File: config.mk
export PLATFORM = sky130hd
export DESIGN_NAME = dram_request_splitter_tracker
export DESIGN_NICKNAME = d
export VERILOG_FILES = /design/src/design/drst_pkg.sv /design/src/design/dram_request_splitter_tracker.sv /design/src/design/drst_ctrl.sv /design/src/design/drst_dp.sv
export VERILOG_INCLUDE_DIRS = /design/src /design/src/design
export SDC_FILE = /design/constraint.sdc
export NUM_CORES = 2
export LEC_CHECK = 0
export ABC_AREA = 1
export BUFFER_PORTS_ARGS = -buffer_cell sky130_fd_sc_hd__buf_2
export CORE_ASPECT_RATIO = 0.8
export CORE_MARGIN = 2
export CORE_UTILIZATION = 55
export DETAILED_ROUTE_END_ITERATION = 10
export HOLD_SLACK_MARGIN = 0.02
export PLACE_DENSITY = 0.82
export SKIP_CTS_REPAIR_TIMING = 1
export SLEW_MARGIN = 20
export SYNTH_ARGS = -nofsm -noshare
export SYNTH_HDL_FRONTEND = slang
export SYNTH_HIERARCHICAL = 1
export SYNTH_SLANG_ARGS = --single-unit
File: constraint.sdc
create_clock -name clk -period 9.6 [get_ports clk]
set_clock_uncertainty 0.2 [all_clocks]
set_input_delay 1.92 -clock clk [delete_from_list [all_inputs] [get_ports clk]]
set_output_delay 1.92 -clock clk [all_outputs]
set_load 0.05 [all_outputs]
File: src/design/dram_request_splitter_tracker_defines.svh
// Assertion macros shared by the request splitter / tracker modules.
`ifndef DRAM_REQUEST_SPLITTER_TRACKER_DEFINES_SVH
`define DRAM_REQUEST_SPLITTER_TRACKER_DEFINES_SVH

// Same-cycle check, disabled while reset is asserted.
`define DRST_ASSERT(lbl, clk, rst_n, prop, msg) \
	lbl: assert property (@(posedge clk) disable iff (!rst_n) prop) \
		else $error(msg);

// Next-cycle implication, disabled while reset is asserted.
`define DRST_ASSERT_NEXT(lbl, clk, rst_n, ante, cons, msg) \
	lbl: assert property (@(posedge clk) disable iff (!rst_n) (ante) |=> (cons)) \
		else $error(msg);

`endif

File: src/design/drst_pkg.sv
// Package: beat types, control structs and constants of the request splitter / tracker.
`timescale 1ns / 1ps
package drst_pkg;

	// operation of an incoming beat
	localparam logic OP_NEW  = 1'b0;
	localparam logic OP_CMPL = 1'b1;

	// result kinds
	localparam logic OUT_SUB = 1'b0;
	localparam logic OUT_ACK = 1'b1;

	// memory operation kinds
	localparam logic [1:0] KIND_READ = 2'd0;
	localparam logic [1:0] KIND_INST = 2'd2;

	// configuration register indexes and widths
	localparam int CFG_IDX_W  = 1;
	localparam int CFG_DATA_W = 5;
	localparam logic [CFG_IDX_W-1:0] REG_LINE_LOG2 = 1'b0;
	localparam logic [CFG_IDX_W-1:0] REG_ROW_LOG2  = 1'b1;

	// register reset values and legal ranges
	localparam logic [3:0] LINE_LOG2_RST = 4'd6;
	localparam logic [4:0] ROW_LOG2_RST  = 5'd11;
	localparam logic [3:0] LINE_LOG2_MIN = 4'd6;
	localparam logic [3:0] LINE_LOG2_MAX = 4'd12;
	localparam logic [4:0] ROW_LOG2_MIN  = 5'd6;
	localparam logic [4:0] ROW_LOG2_MAX  = 5'd16;

	// outstanding counter saturation value
	localparam logic [6:0] CNT_MAX = 7'd127;

	typedef struct packed {
		logic        op;
		logic [63:0] address;
		logic [11:0] size_bytes;
		logic [1:0]  op_kind;
		logic        load_from_write;
		logic [3:0]  parent_tag;
		logic [31:0] latency;
	} req_t;

	typedef struct packed {
		logic        kind;
		logic [63:0] sub_address;
		logic [12:0] sub_size;
		logic [1:0]  sub_op_kind;
		logic [3:0]  tag_out;
		logic        last;
		logic        parent_done;
		logic        error;
		logic [47:0] kind_op_count;
		logic [63:0] kind_latency_sum;
		logic [31:0] kind_latency_min;
		logic [31:0] kind_latency_max;
	} rsp_t;

	// controller -> datapath
	typedef struct packed {
		logic capture;   // latch the accepted request beat
		logic prep;      // compute split, load address/count, bump outstanding
		logic issue;     // load one sub-request into the output register
		logic complete;  // update tracking/stats, load the acknowledgement
	} cmd_t;

	// datapath -> controller
	typedef struct packed {
		logic req_op;    // op of the beat on the request port
		logic n_zero;    // latched request produces no sub-request
		logic last_sub;  // one sub-request left
		logic out_free;  // output register can take a beat this cycle
	} sts_t;

endpackage

File: src/design/dram_request_splitter_tracker.sv
// Top level of the memory request splitter with per-parent completion tracking.
`timescale 1ns / 1ps
// A request beat (op = 0) is cut into sub-requests aligned to a unit of
// 2^min(line_bytes_log2, row_buffer_bytes_log2) bytes, each register first
// saturated into its legal range (line 6..12, row buffer 6..16). Sub-requests
// cover the aligned base through address + size_bytes, go out in ascending
// order, and the final one carries last; instruction fetches and
// load_from_write requests go out as reads. At most MAX_SUBS sub-requests are
// issued per request, and each raises the outstanding count of parent_tag
// (saturating at 127; tags at or above TAG_SLOTS are not counted). A
// completion beat (op = 1) lowers that count and returns one acknowledgement
// with parent_done and the running count, wrapping latency sum, minimum and
// maximum of its kind. A completion for a tag with nothing outstanding is
// flagged with error and changes nothing. Timing: the block handles one
// request at a time through a four-state sequencer and a single output
// register. A request passes through accept, a prepare step for the split
// arithmetic and outstanding update, then one issue step per sub-request
// while the output register is free; a completion passes through accept,
// then one update-and-report step. A request whose size is zero at an
// aligned address yields no beat and returns to idle after the prepare step.
// The next request is accepted while the last result beat still waits in the
// output register. Configuration writes take effect at once and must only be
// issued while the block is idle.
module dram_request_splitter_tracker
	import drst_pkg::*;
#(
	parameter int TAG_SLOTS = 16,  // outstanding-table slots, 2..256
	parameter int OP_KINDS  = 4,   // kinds with statistics, 3..16
	parameter int MAX_SUBS  = 64   // cap on sub-requests per request, 2..64
) (
	input  logic                  clk,
	input  logic                  arst_n,
	// request / completion beats
	input  logic                  req_valid,
	output logic                  req_ready,
	input  req_t                  req_data,
	// sub-request / acknowledgement beats
	output logic                  rsp_valid,
	input  logic                  rsp_ready,
	output rsp_t                  rsp_data,
	// configuration write port
	input  logic                  cfg_we,
	input  logic [CFG_IDX_W-1:0]  cfg_index,
	input  logic [CFG_DATA_W-1:0] cfg_data
);

	// command and status between sequencer and datapath
	cmd_t cmd;
	sts_t sts;

	// sequencer: owns the request handshake, steps the datapath
	drst_ctrl u_ctrl (
		.clk       (clk),
		.arst_n    (arst_n),
		.req_valid (req_valid),
		.req_ready (req_ready),
		.sts       (sts),
		.cmd       (cmd)
	);

	// datapath: split math, outstanding table, statistics, output register
	drst_dp #(
		.TAG_SLOTS (TAG_SLOTS),
		.OP_KINDS  (OP_KINDS),
		.MAX_SUBS  (MAX_SUBS)
	) u_dp (
		.clk       (clk),
		.arst_n    (arst_n),
		.req_data  (req_data),
		.cfg_we    (cfg_we),
		.cfg_index (cfg_index),
		.cfg_data  (cfg_data),
		.rsp_valid (rsp_valid),
		.rsp_ready (rsp_ready),
		.rsp_data  (rsp_data),
		.cmd       (cmd),
		.sts       (sts)
	);

endmodule

File: src/design/drst_ctrl.sv
// Sequencer for the request splitter / tracker: accept, prepare, issue, complete.
`timescale 1ns / 1ps
`include "dram_request_splitter_tracker_defines.svh"
module drst_ctrl
	import drst_pkg::*;
(
	input  logic clk,
	input  logic arst_n,
	input  logic req_valid,
	output logic req_ready,
	input  sts_t sts,
	output cmd_t cmd
);

	typedef enum logic [3:0] {
		ST_IDLE  = 4'b0001,
		ST_PREP  = 4'b0010,
		ST_ISSUE = 4'b0100,
		ST_CMPL  = 4'b1000
	} state_t;

	state_t state_q, state_d;

	assign req_ready = (state_q == ST_IDLE);

	always_comb begin
		cmd      = '0;
		state_d  = state_q;
		unique case (state_q)
			ST_IDLE: begin
				if (req_valid) begin
					cmd.capture = 1'b1;
					state_d     = (sts.req_op == OP_CMPL) ? ST_CMPL : ST_PREP;
				end
			end
			ST_PREP: begin
				cmd.prep = 1'b1;
				state_d  = sts.n_zero ? ST_IDLE : ST_ISSUE;
			end
			ST_ISSUE: begin
				if (sts.out_free) begin
					cmd.issue = 1'b1;
					if (sts.last_sub) begin
						state_d = ST_IDLE;
					end
				end
			end
			ST_CMPL: begin
				if (sts.out_free) begin
					cmd.complete = 1'b1;
					state_d      = ST_IDLE;
				end
			end
			default: begin
				state_d = ST_IDLE;
			end
		endcase
	end

	always_ff @(posedge clk or negedge arst_n) begin
		if (!arst_n) begin
			state_q <= ST_IDLE;
		end else begin
			state_q <= state_d;
		end
	end

	`DRST_ASSERT_NEXT(a_last_sub_ends, clk, arst_n,
		state_q == ST_ISSUE && sts.out_free && sts.last_sub, state_q == ST_IDLE,
		"final sub-request did not return the sequencer to idle")
	`DRST_ASSERT_NEXT(a_new_req_preps, clk, arst_n,
		cmd.capture && sts.req_op == OP_NEW, state_q == ST_PREP,
		"new request beat not followed by the prepare step")
	`DRST_ASSERT(a_one_cmd, clk, arst_n,
		$onehot0({cmd.capture, cmd.prep, cmd.issue, cmd.complete}),
		"more than one datapath command in a cycle")

endmodule

File: src/design/drst_dp.sv
// Datapath: request latch, split arithmetic, outstanding table, per-kind stats, output register.
`timescale 1ns / 1ps
`include "dram_request_splitter_tracker_defines.svh"
module drst_dp
	import drst_pkg::*;
#(
	parameter int TAG_SLOTS = 16,
	parameter int OP_KINDS  = 4,
	parameter int MAX_SUBS  = 64
) (
	input  logic                  clk,
	input  logic                  arst_n,
	input  req_t                  req_data,
	input  logic                  cfg_we,
	input  logic [CFG_IDX_W-1:0]  cfg_index,
	input  logic [CFG_DATA_W-1:0] cfg_data,
	output logic                  rsp_valid,
	input  logic                  rsp_ready,
	output rsp_t                  rsp_data,
	input  cmd_t                  cmd,
	output sts_t                  sts
);

	localparam int TAG_IW  = (TAG_SLOTS > 1) ? $clog2(TAG_SLOTS) : 1;
	localparam int KIND_IW = (OP_KINDS > 1) ? $clog2(OP_KINDS) : 1;
	localparam int SUB_W   = $clog2(MAX_SUBS + 1);

	// configuration
	logic [3:0] line_log2_q;
	logic [4:0] row_log2_q;

	// latched request beat
	req_t cap_q;

	// split state
	logic [63:0]      next_addr_q;
	logic [SUB_W-1:0] subs_left_q;

	// tracking and statistics
	logic [6:0]  outst_q [TAG_SLOTS];
	logic [47:0] kcnt_q  [OP_KINDS];
	logic [63:0] ksum_q  [OP_KINDS];
	logic [31:0] kmin_q  [OP_KINDS];
	logic [31:0] kmax_q  [OP_KINDS];

	// output register
	logic rsp_valid_q;
	rsp_t rsp_q;

	// ---- split arithmetic ----
	logic [3:0]  ls, sh;
	logic [4:0]  rs;
	logic [12:0] unit;
	logic [11:0] off_mask, offset;
	logic [12:0] total;
	logic [13:0] round_up;
	logic [7:0]  n_raw, n_clamp;
	logic [63:0] base;
	logic [1:0]  sub_kind;

	always_comb begin
		if (line_log2_q < LINE_LOG2_MIN) begin
			ls = LINE_LOG2_MIN;
		end else if (line_log2_q > LINE_LOG2_MAX) begin
			ls = LINE_LOG2_MAX;
		end else begin
			ls = line_log2_q;
		end
		if (row_log2_q < ROW_LOG2_MIN) begin
			rs = ROW_LOG2_MIN;
		end else if (row_log2_q > ROW_LOG2_MAX) begin
			rs = ROW_LOG2_MAX;
		end else begin
			rs = row_log2_q;
		end
		sh       = ({1'b0, ls} < rs) ? ls : rs[3:0];
		unit     = 13'd1 << sh;
		off_mask = 12'(unit - 13'd1);
		offset   = cap_q.address[11:0] & off_mask;
		total    = {1'b0, cap_q.size_bytes} + {1'b0, offset};
		round_up = {1'b0, total} + {1'b0, unit} - 14'd1;
		n_raw    = 8'(round_up >> sh);
		n_clamp  = (n_raw > 8'(MAX_SUBS)) ? 8'(MAX_SUBS) : n_raw;
		base     = cap_q.address & ~{52'd0, off_mask};
		sub_kind = (cap_q.load_from_write || cap_q.op_kind == KIND_INST) ?
			KIND_READ : cap_q.op_kind;
	end

	// ---- completion arithmetic ----
	logic              tag_ok, kind_ok, err, done, upd;
	logic [TAG_IW-1:0] tidx;
	logic [KIND_IW-1:0] kidx;
	logic [6:0]        cur_cnt, dec_cnt;
	logic [8:0]        add_cnt;
	logic [47:0]       k_cnt, n_cnt;
	logic [63:0]       k_sum, n_sum;
	logic [31:0]       k_min, n_min, k_max, n_max;

	always_comb begin
		tag_ok  = 32'(cap_q.parent_tag) < TAG_SLOTS;
		kind_ok = 32'(cap_q.op_kind) < OP_KINDS;
		tidx    = TAG_IW'(cap_q.parent_tag);
		kidx    = KIND_IW'(cap_q.op_kind);
		cur_cnt = tag_ok ? outst_q[tidx] : 7'd0;
		add_cnt = 9'(cur_cnt) + 9'(n_clamp);
		err     = (cur_cnt == 7'd0);
		dec_cnt = cur_cnt - 7'd1;
		done    = !err && (dec_cnt == 7'd0);
		upd     = !err && kind_ok;
		k_cnt   = kind_ok ? kcnt_q[kidx] : 48'd0;
		k_sum   = kind_ok ? ksum_q[kidx] : 64'd0;
		k_min   = kind_ok ? kmin_q[kidx] : 32'd0;
		k_max   = kind_ok ? kmax_q[kidx] : 32'd0;
		n_cnt   = k_cnt + 48'd1;
		n_sum   = k_sum + 64'(cap_q.latency);
		n_min   = (cap_q.latency < k_min) ? cap_q.latency : k_min;
		n_max   = (cap_q.latency > k_max) ? cap_q.latency : k_max;
	end

	// ---- result beats ----
	rsp_t sub_beat, ack_beat;

	always_comb begin
		sub_beat             = '0;
		sub_beat.kind        = OUT_SUB;
		sub_beat.sub_address = next_addr_q;
		sub_beat.sub_size    = unit;
		sub_beat.sub_op_kind = sub_kind;
		sub_beat.tag_out     = cap_q.parent_tag;
		sub_beat.last        = (subs_left_q == SUB_W'(1));

		ack_beat                  = '0;
		ack_beat.kind             = OUT_ACK;
		ack_beat.sub_op_kind      = cap_q.op_kind;
		ack_beat.tag_out          = cap_q.parent_tag;
		ack_beat.last             = 1'b1;
		ack_beat.parent_done      = done;
		ack_beat.error            = err;
		ack_beat.kind_op_count    = upd ? n_cnt : k_cnt;
		ack_beat.kind_latency_sum = upd ? n_sum : k_sum;
		ack_beat.kind_latency_min = upd ? n_min : k_min;
		ack_beat.kind_latency_max = upd ? n_max : k_max;
	end

	// ---- status ----
	assign sts.req_op   = req_data.op;
	assign sts.n_zero   = (n_raw == 8'd0);
	assign sts.last_sub = (subs_left_q == SUB_W'(1));
	assign sts.out_free = !rsp_valid_q || rsp_ready;

	assign rsp_valid = rsp_valid_q;
	assign rsp_data  = rsp_q;

	// configuration and request latch
	always_ff @(posedge clk or negedge arst_n) begin
		if (!arst_n) begin
			line_log2_q <= LINE_LOG2_RST;
			row_log2_q  <= ROW_LOG2_RST;
		end else if (cfg_we) begin
			unique case (cfg_index)
				REG_LINE_LOG2: line_log2_q <= cfg_data[3:0];
				REG_ROW_LOG2:  row_log2_q  <= cfg_data;
				default: ;
			endcase
		end
	end

	always_ff @(posedge clk) begin
		if (cmd.capture) begin
			cap_q <= req_data;
		end
	end

	// split sequencing
	always_ff @(posedge clk or negedge arst_n) begin
		if (!arst_n) begin
			next_addr_q <= '0;
			subs_left_q <= '0;
		end else if (cmd.prep) begin
			next_addr_q <= base;
			subs_left_q <= SUB_W'(n_clamp);
		end else if (cmd.issue) begin
			next_addr_q <= next_addr_q + 64'(unit);
			subs_left_q <= subs_left_q - SUB_W'(1);
		end
	end

	// outstanding table
	always_ff @(posedge clk or negedge arst_n) begin
		if (!arst_n) begin
			for (int i = 0; i < TAG_SLOTS; i++) begin
				outst_q[i] <= '0;
			end
		end else if (cmd.prep && tag_ok) begin
			outst_q[tidx] <= (add_cnt > 9'(CNT_MAX)) ? CNT_MAX : add_cnt[6:0];
		end else if (cmd.complete && tag_ok && !err) begin
			outst_q[tidx] <= dec_cnt;
		end
	end

	// per-kind statistics
	always_ff @(posedge clk or negedge arst_n) begin
		if (!arst_n) begin
			for (int i = 0; i < OP_KINDS; i++) begin
				kcnt_q[i] <= '0;
				ksum_q[i] <= '0;
				kmin_q[i] <= '1;
				kmax_q[i] <= '0;
			end
		end else if (cmd.complete && upd) begin
			kcnt_q[kidx] <= n_cnt;
			ksum_q[kidx] <= n_sum;
			kmin_q[kidx] <= n_min;
			kmax_q[kidx] <= n_max;
		end
	end

	// output register
	always_ff @(posedge clk or negedge arst_n) begin
		if (!arst_n) begin
			rsp_valid_q <= 1'b0;
		end else if (cmd.issue || cmd.complete) begin
			rsp_valid_q <= 1'b1;
		end else if (rsp_ready) begin
			rsp_valid_q <= 1'b0;
		end
	end

	always_ff @(posedge clk) begin
		if (cmd.issue) begin
			rsp_q <= sub_beat;
		end else if (cmd.complete) begin
			rsp_q <= ack_beat;
		end
	end

	`DRST_ASSERT_NEXT(a_issue_advances, clk, arst_n,
		cmd.issue && subs_left_q > SUB_W'(1),
		subs_left_q == $past(subs_left_q) - SUB_W'(1) &&
		next_addr_q == $past(next_addr_q) + 64'($past(unit)),
		"sub-request issue did not advance address and count")
	`DRST_ASSERT(a_err_not_done, clk, arst_n,
		!(rsp_valid_q && rsp_q.error && rsp_q.parent_done),
		"completion flagged both error and parent done")

endmodule
After elaboration in Yosys (flattened, before gate mapping)
Index checks and enable logic that the tools add are counted.
{"block": "totals", "regBits": 1279, "wordCells": 182}
{"block": "op_classes", "n_reduce_logical": 19, "n_bitwise": 6, "n_addsub": 10, "mux": 66, "eq_ne": 10, "shifts": 2, "magnitude_cmp": 13}
{"cell": "$mux W262", "count": 2}
{"cell": "$mux W64", "count": 6}
{"cell": "$mux W32", "count": 9}
{"cell": "$bwmux W128", "count": 2}
{"cell": "$bwmux W256", "count": 1}
{"cell": "$bwmux W112", "count": 2}
{"cell": "$mux W112", "count": 2}
{"cell": "$bwmux W192", "count": 1}
{"cell": "$mux W48", "count": 4}
{"cell": "$bmux W32 S2", "count": 2}
{"cell": "$bmux W64 S2", "count": 1}
{"cell": "$demux W64 S2", "count": 1}
{"cell": "$bmux W48 S2", "count": 1}
{"cell": "$demux W48 S2", "count": 1}
{"cell": "$add A64 B13 Y64", "count": 1}
{"cell": "$add A64 B32 Y64", "count": 1}
{"cell": "$and A64 B64 Y64", "count": 1}
{"cell": "$demux W32 S2", "count": 1}
{"cell": "$not A12 Y64", "count": 1}
{"cell": "$add A48 B1 Y48 const B", "count": 1}
{"cell": "$mux W7", "count": 6}
{"cell": "$gt A32 B32 Y1", "count": 1}
{"cell": "$lt A32 B32 Y1", "count": 1}
{"cell": "$mux W4", "count": 8}
{"cell": "other kinds (46)", "count": 69}

Longest topological paths before layout
{"block": "logic_depth", "word_depth": 19, "mapped_depth": 55, "mapped_depth_nobuf": 53}

Modules after synthesis
Netlist, hierarchy kept.
{"module": "drst_dp", "seq_area_each_um2": 32172.1, "area_each_um2": 63676.1, "cells_each": 7857, "instances": 1}
{"module": "drst_ctrl", "seq_area_each_um2": 101.3, "area_each_um2": 307.8, "cells_each": 40, "instances": 1}

Least setup slack after synthesis
Ideal clock, no wire load.
{"block": "synth_path", "kind": "input port to flip-flop", "start": "input port req_valid", "end": "register u_dp/cap_q[0] (netlist bit) (enable)", "setup_ps": 590, "t_arrival_ps": 6739, "stages": 2, "path_buffers": 0, "setup_slack_ps": 2071, "cell_sequence": "inv_1 > nor2_1"}
{"item": "from (decl)", "line": "dram_request_splitter_tracker.sv:34", "source": "input logic req_valid,"}
{"item": "to (signal assigned)", "line": "drst_dp.sv:170", "source": "cap_q <= req_data;"}
{"item": "to (decl)", "line": "drst_dp.sv:33", "source": "req_t cap_q;"}

Worst setup path in the final report
{"block": "layout_path", "start": "register u_dp.row_log2_q[1]", "end": "register u_dp/outst_q[83] (netlist bit)"}
{"block": "layout_between", "elab_chain_cells": 19, "elab_cells_between_ends": 20, "cone_classes": "5 x add/sub; 5 x order compare; 2 x shift; 7 x mux; 1 x bitwise"}
{"item": "from (decl)", "line": "drst_dp.sv:30", "source": "logic [4:0] row_log2_q;"}
{"item": "from (signal assigned)", "line": "drst_dp.sv:162", "source": "REG_ROW_LOG2: row_log2_q <= cfg_data;"}
{"item": "$gt A5 B5 Y1", "line": "drst_dp.sv:71", "source": "end else if (row_log2_q > ROW_LOG2_MAX) begin"}
{"item": "$mux W5", "line": "drst_dp.sv:71"}
{"item": "$mux W5 (*)", "line": "drst_dp.sv:69", "source": "if (row_log2_q < ROW_LOG2_MIN) begin"}
{"item": "$lt A4 B5 Y1", "line": "drst_dp.sv:76", "source": "sh = ({1'b0, ls} < rs) ? ls : rs[3:0];"}
{"item": "$mux W4 (*)", "line": "drst_dp.sv:76"}
{"item": "$shl A1 B4 Y13", "line": "drst_dp.sv:77", "source": "unit = 13'd1 << sh;"}
{"item": "$sub A12 B1 Y12", "line": "drst_dp.sv:78", "source": "off_mask = 12'(unit - 13'd1);"}
{"item": "$and A12 B12 Y12", "line": "drst_dp.sv:79", "source": "offset = cap_q.address[11:0] & off_mask;"}
{"item": "(+3 left out)"}
{"item": "$shr A14 B4 Y8 (*)", "line": "drst_dp.sv:82", "source": "n_raw = 8'(round_up >> sh);"}
{"item": "$gt A8 B7 Y1", "line": "drst_dp.sv:83", "source": "n_clamp = (n_raw > 8'(MAX_SUBS)) ? 8'(MAX_SUBS) : n_raw;"}
{"item": "$mux W8 (*)", "line": "drst_dp.sv:83"}
{"item": "$add A7 B8 Y9 (*)", "line": "drst_dp.sv:105", "source": "add_cnt = 9'(cur_cnt) + 9'(n_clamp);"}
{"item": "$gt A9 B7 Y1", "line": "drst_dp.sv:195", "source": "outst_q[tidx] <= (add_cnt > 9'(CNT_MAX)) ? CNT_MAX : add_cnt[6:0];"}
{"item": "$mux W7 (*)", "line": "drst_dp.sv:195"}
{"item": "$bwmux W112 (*)", "line": "drst_dp.sv:195"}
{"item": "$mux W112 (*)", "line": "drst_dp.sv:194", "source": "end else if (cmd.prep && tag_ok) begin"}
{"item": "to (signal, indexed assignment)", "line": "drst_dp.sv:195"}
{"item": "to (signal, indexed assignment)", "line": "drst_dp.sv:197", "source": "outst_q[tidx] <= dec_cnt;"}
{"item": "to (decl)", "line": "drst_dp.sv:40", "source": "logic [6:0] outst_q [TAG_SLOTS];"}
Every way passes the cells marked *; elsewhere a longest branch is shown, timed or not.
A chain may end at the register's enable or synchronous reset.

==> parameters.txt <==
Parameter                              Value

Cells and area
  Number of non-filler instances in the completed layout ... between 9000 and 10000
  Number of nets at the end of the flow ... 8413
  Final non-filler cell area ... 0.07146 mm²
  Layout cells sized above 1 ... 10.98%
  Total area of multi-input combinational cells ... 0.02682 mm²
  Footprint of the flip-flops and latches ... 0.03227 mm²
  Number of fill cells in the layout ... 9511
  Layout Area Growth over Synthesis ... 11.68%
  Leading cell type in the layout, fill and taps excluded ... nand2_1
  Most frequent cells in the layout ... nand2_1, inv_1, dfrtp_1

Detailed routing
  Count of routing violations after the opening detailed-route iteration ... approximately 7700
  Number of nets still failing antenna checks after routing ... 0
  Number of iterations in the first detailed-routing pass ... 7
  Average wire per standard cell ... approximately 21 µm
  Via density per instance ... 5.927
  Overall routed net length ... 203.6 mm
  Number of remaining DRC errors ... 0
  Overall via count from detail_route ... between 50000 and 60000

Place
  Count of input and output buffers ... 391
  Number of cells after detailed placement ... 9511
  Total cell area at the placement stage ... 0.06684 mm²
  HPWL after detailed placement ... 131.2 mm
  Weighted congestion at the end of routability-driven global placement ... 0.9842

Worst setup path
  Setup Crit Path Kind ... flip-flop to flip-flop
  Buffers and inverters on the worst path ... 7
  Arrival time of the worst setup path ... 8.85 ns
  Crit end category ... flip-flop
  Cell mode on critical path ... nand2_1
  Required time at the worst-slack endpoint ... 10.01 ns
  CP top delay family ... simple AND/OR/NAND/NOR gates
  Worst setup SP type ... flip-flop
  Maximum net fanout on the critical path ... 14
  Delay of the slowest critical-path stage ... around 0.54 ns
  Slowest stage cell on the critical path ... dfstp_2

Timing
  Number of hold-slack violations in the final timing report ... 0
  Achievable frequency ... approximately 120 MHz
  Pins over their slew limit ... 0
  Sum of negative setup slack ... 0 ns
  Endpoints failing setup ... 0
  RSZ-0062 raised after global routing ... false
  Least-Margin Pin Slew ... around 1.2 ns
  Relative slew margins ... 20.93%
  Final critical-path share of the clock period ... 87.84%
  Post-route minimum period ... 8.433 ns

GRT
  First-pass GRT wire length ... 314.2 mm
  Antenna violations before repair ... 4
  Aggregate global routing overflow ... 0
  Maximum number of pins on one net before global-route repair ... roughly 190
  Vias in the first global route ... 55330
  GRT Overall Usage ... 33.73%

Pwr
  Areal power density over the cells ... 344.8 mW/mm²
  Max IR drop VDD ... about 0.24 mV
  Leakage power of the design ... 33.67 nW

Die
  Floorplan die width ... about 390 µm
  Standard-cell rows ... 111
  Starting Density ... between 50% and 60%
  Die area ... 0.1191 mm²
  Core box area ... ~0.11 mm²
  Vertical extent of the die ... 309.1 µm
  Number of placed I/O pins ... 392

Synthesis
  Number of cells produced by synthesis ... 7897
  Post-Synthesis Mean Instance Area ... 8.102 µm²
  Synth warn ... 6
  Area of the mapped netlist ... 0.06398 mm²
  Proportion of synthesized chip area in sequential cells ... between 50 and 60%
  Number of synthesized flops with an enable pin ... 199
  Count of distinct cell types in the synthesized netlist ... 60
  Post-synth ARST share ... 70.45%
  Register bit total from synthesis ... approximately 1300
  Post-synth top flop ... dfrtp_1

Outcome
  Status ... finished clean

Clock network
  CTS sink cnt ... 1279
  Clock buffers created by TritonCTS ... 132
  Clock tree from TritonCTS ... yes
  Later-pin clock latency in the skew report ... 0.78 ns
  Longest Clk Path Bufs ... 3
  Cell at the root of the clock tree ... clkbuf_16
  Clock-pin slew on the worst setup and hold paths ... 0.07 ns
  Total number of H-tree levels ... 4

Job
  Number of maximum-capacitance constraint violations ... 0

Worst hold path
  Class of the tightest hold or removal check ... flip-flop to flip-flop
==> cell families after synthesis <==
kind of cell	share of synthesized area, %
AO/OA/AOI/OAI	15.25
flip-flops	50.44
adder cells (fa/ha/maj)	3.363
other	0.01174
AND/OR/NAND/NOR	21.12
buffers and inverters	7.875
XOR/XNOR	1.942
==> area by class of cell <==
| cell class | count | area share, % |
|---|---|---|
| Multi-Input combinational cell | 5377 | 37.53 |
| Timing Repair Buffer | 455 | 3.611 |
| Clock buffer | 195 | 5.537 |
| Antenna cell | 5 | 0.01751 |
| Sequential cell | 1279 | 45.17 |
| Inverter | 878 | 4.663 |
| Clock inverter | 50 | 0.8090 |
| Tap cell | 1525 | 2.670 |
==> metrics by stage <==
stage	hold slack (ns)	power [mW]	utilization (%)	worst slack, ns
2_1_floorplan	0.2356	15.82	-	2.071
3_3_place_gp	0.2375	18.61	58.12	1.178
3_5_place_dp	0.2470	18.93	58.12	1.067
4_1_cts	0.2596	24.38	62.07	1.029
5_1_grt	0.2684	26.09	62.13	0.2630
6_report	0.2606	24.64	62.14	1.167
==> state kept, by name (all words and copies together), names as in the netlist <==
signal	cells
u_ctrl/state_q	4
u_dp/cap_q	109
u_dp/kcnt_q	192
u_dp/kidx	2
u_dp/kmax_q	128
u_dp/kmin_q	128
u_dp/ksum_q	256
u_dp/line_log2_q	4
u_dp/next_addr_q	64
u_dp/outst_q	112
u_dp/row_log2_q	5
u_dp/rsp_data	263
u_dp/rsp_valid	1
u_dp/subs_left_q	7
u_dp/tidx	4
==> cell usage after synthesis, drive strengths merged, types with 134 or more instances <==
| cell type | count | area (µm²) |
|---|---|---|
| a21oi | 365 | 1834 |
| a22oi | 168 | 1261 |
| buf | 160 | 919.6 |
| clkbuf | 219 | 822.0 |
| dfrtp | 767 | 19190 |
| dfstp | 134 | 3521 |
| dfxtp | 179 | 3583 |
| edfxtp | 199 | 5976 |
| ha | 148 | 1852 |
| inv | 874 | 3281 |
| nand2 | 2429 | 9218 |
| nand3 | 285 | 1451 |
| nor2 | 510 | 1987 |
| o21ai | 818 | 4094 |
==> layer usage <==
metal	vias to the layer above	routed length [µm]	global-route usage (%)
met4	0	8996	14.61
met2	3558	87180	49.05
li1	26310	-	-
met1	27420	82360	47.93
met5	-	0	0
met3	580	25090	8.336
==> power by group <==
part	switching [mW]	internal, mW	total [mW]
combinational	7.83	2.99	10.8
sequential	1.09	7.35	8.44
clock	2.25	3.12	5.37
==> path summary, 6_finish.rpt <==
check	startpoint	end	slack, ns	cells past startpoint
worst max-delay path	u_dp/row_log2_q[1]	u_dp/outst_q[83]	1.17	51
worst min-delay path	u_dp/cap_q[85]	u_dp/next_addr_q[34]	0.26	2
worst max register to register	u_dp/row_log2_q[1]	u_dp/outst_q[83]	1.17	51
worst min register to register	u_dp/cap_q[85]	u_dp/next_addr_q[34]	0.26	2
max in group asynchronous	arst_n	u_dp/kcnt_q[39]	6.30	3
min in group asynchronous	arst_n	u_dp/kmax_q[48]	0.95	1
==> worst register-to-register path: cells and delay by family, from the launching register on <==
family | cells | cell delay, ns
AO/OA/AOI/OAI | 8 | 1.74
adder cells (fa/ha/maj) | 5 | 1.73
buffers and inverters | 7 | 0.79
flip-flops | 1 | 0.54
AND/OR/NAND/NOR | 31 | 3.26
Note: power is estimated with default switching activity, not from simulation.
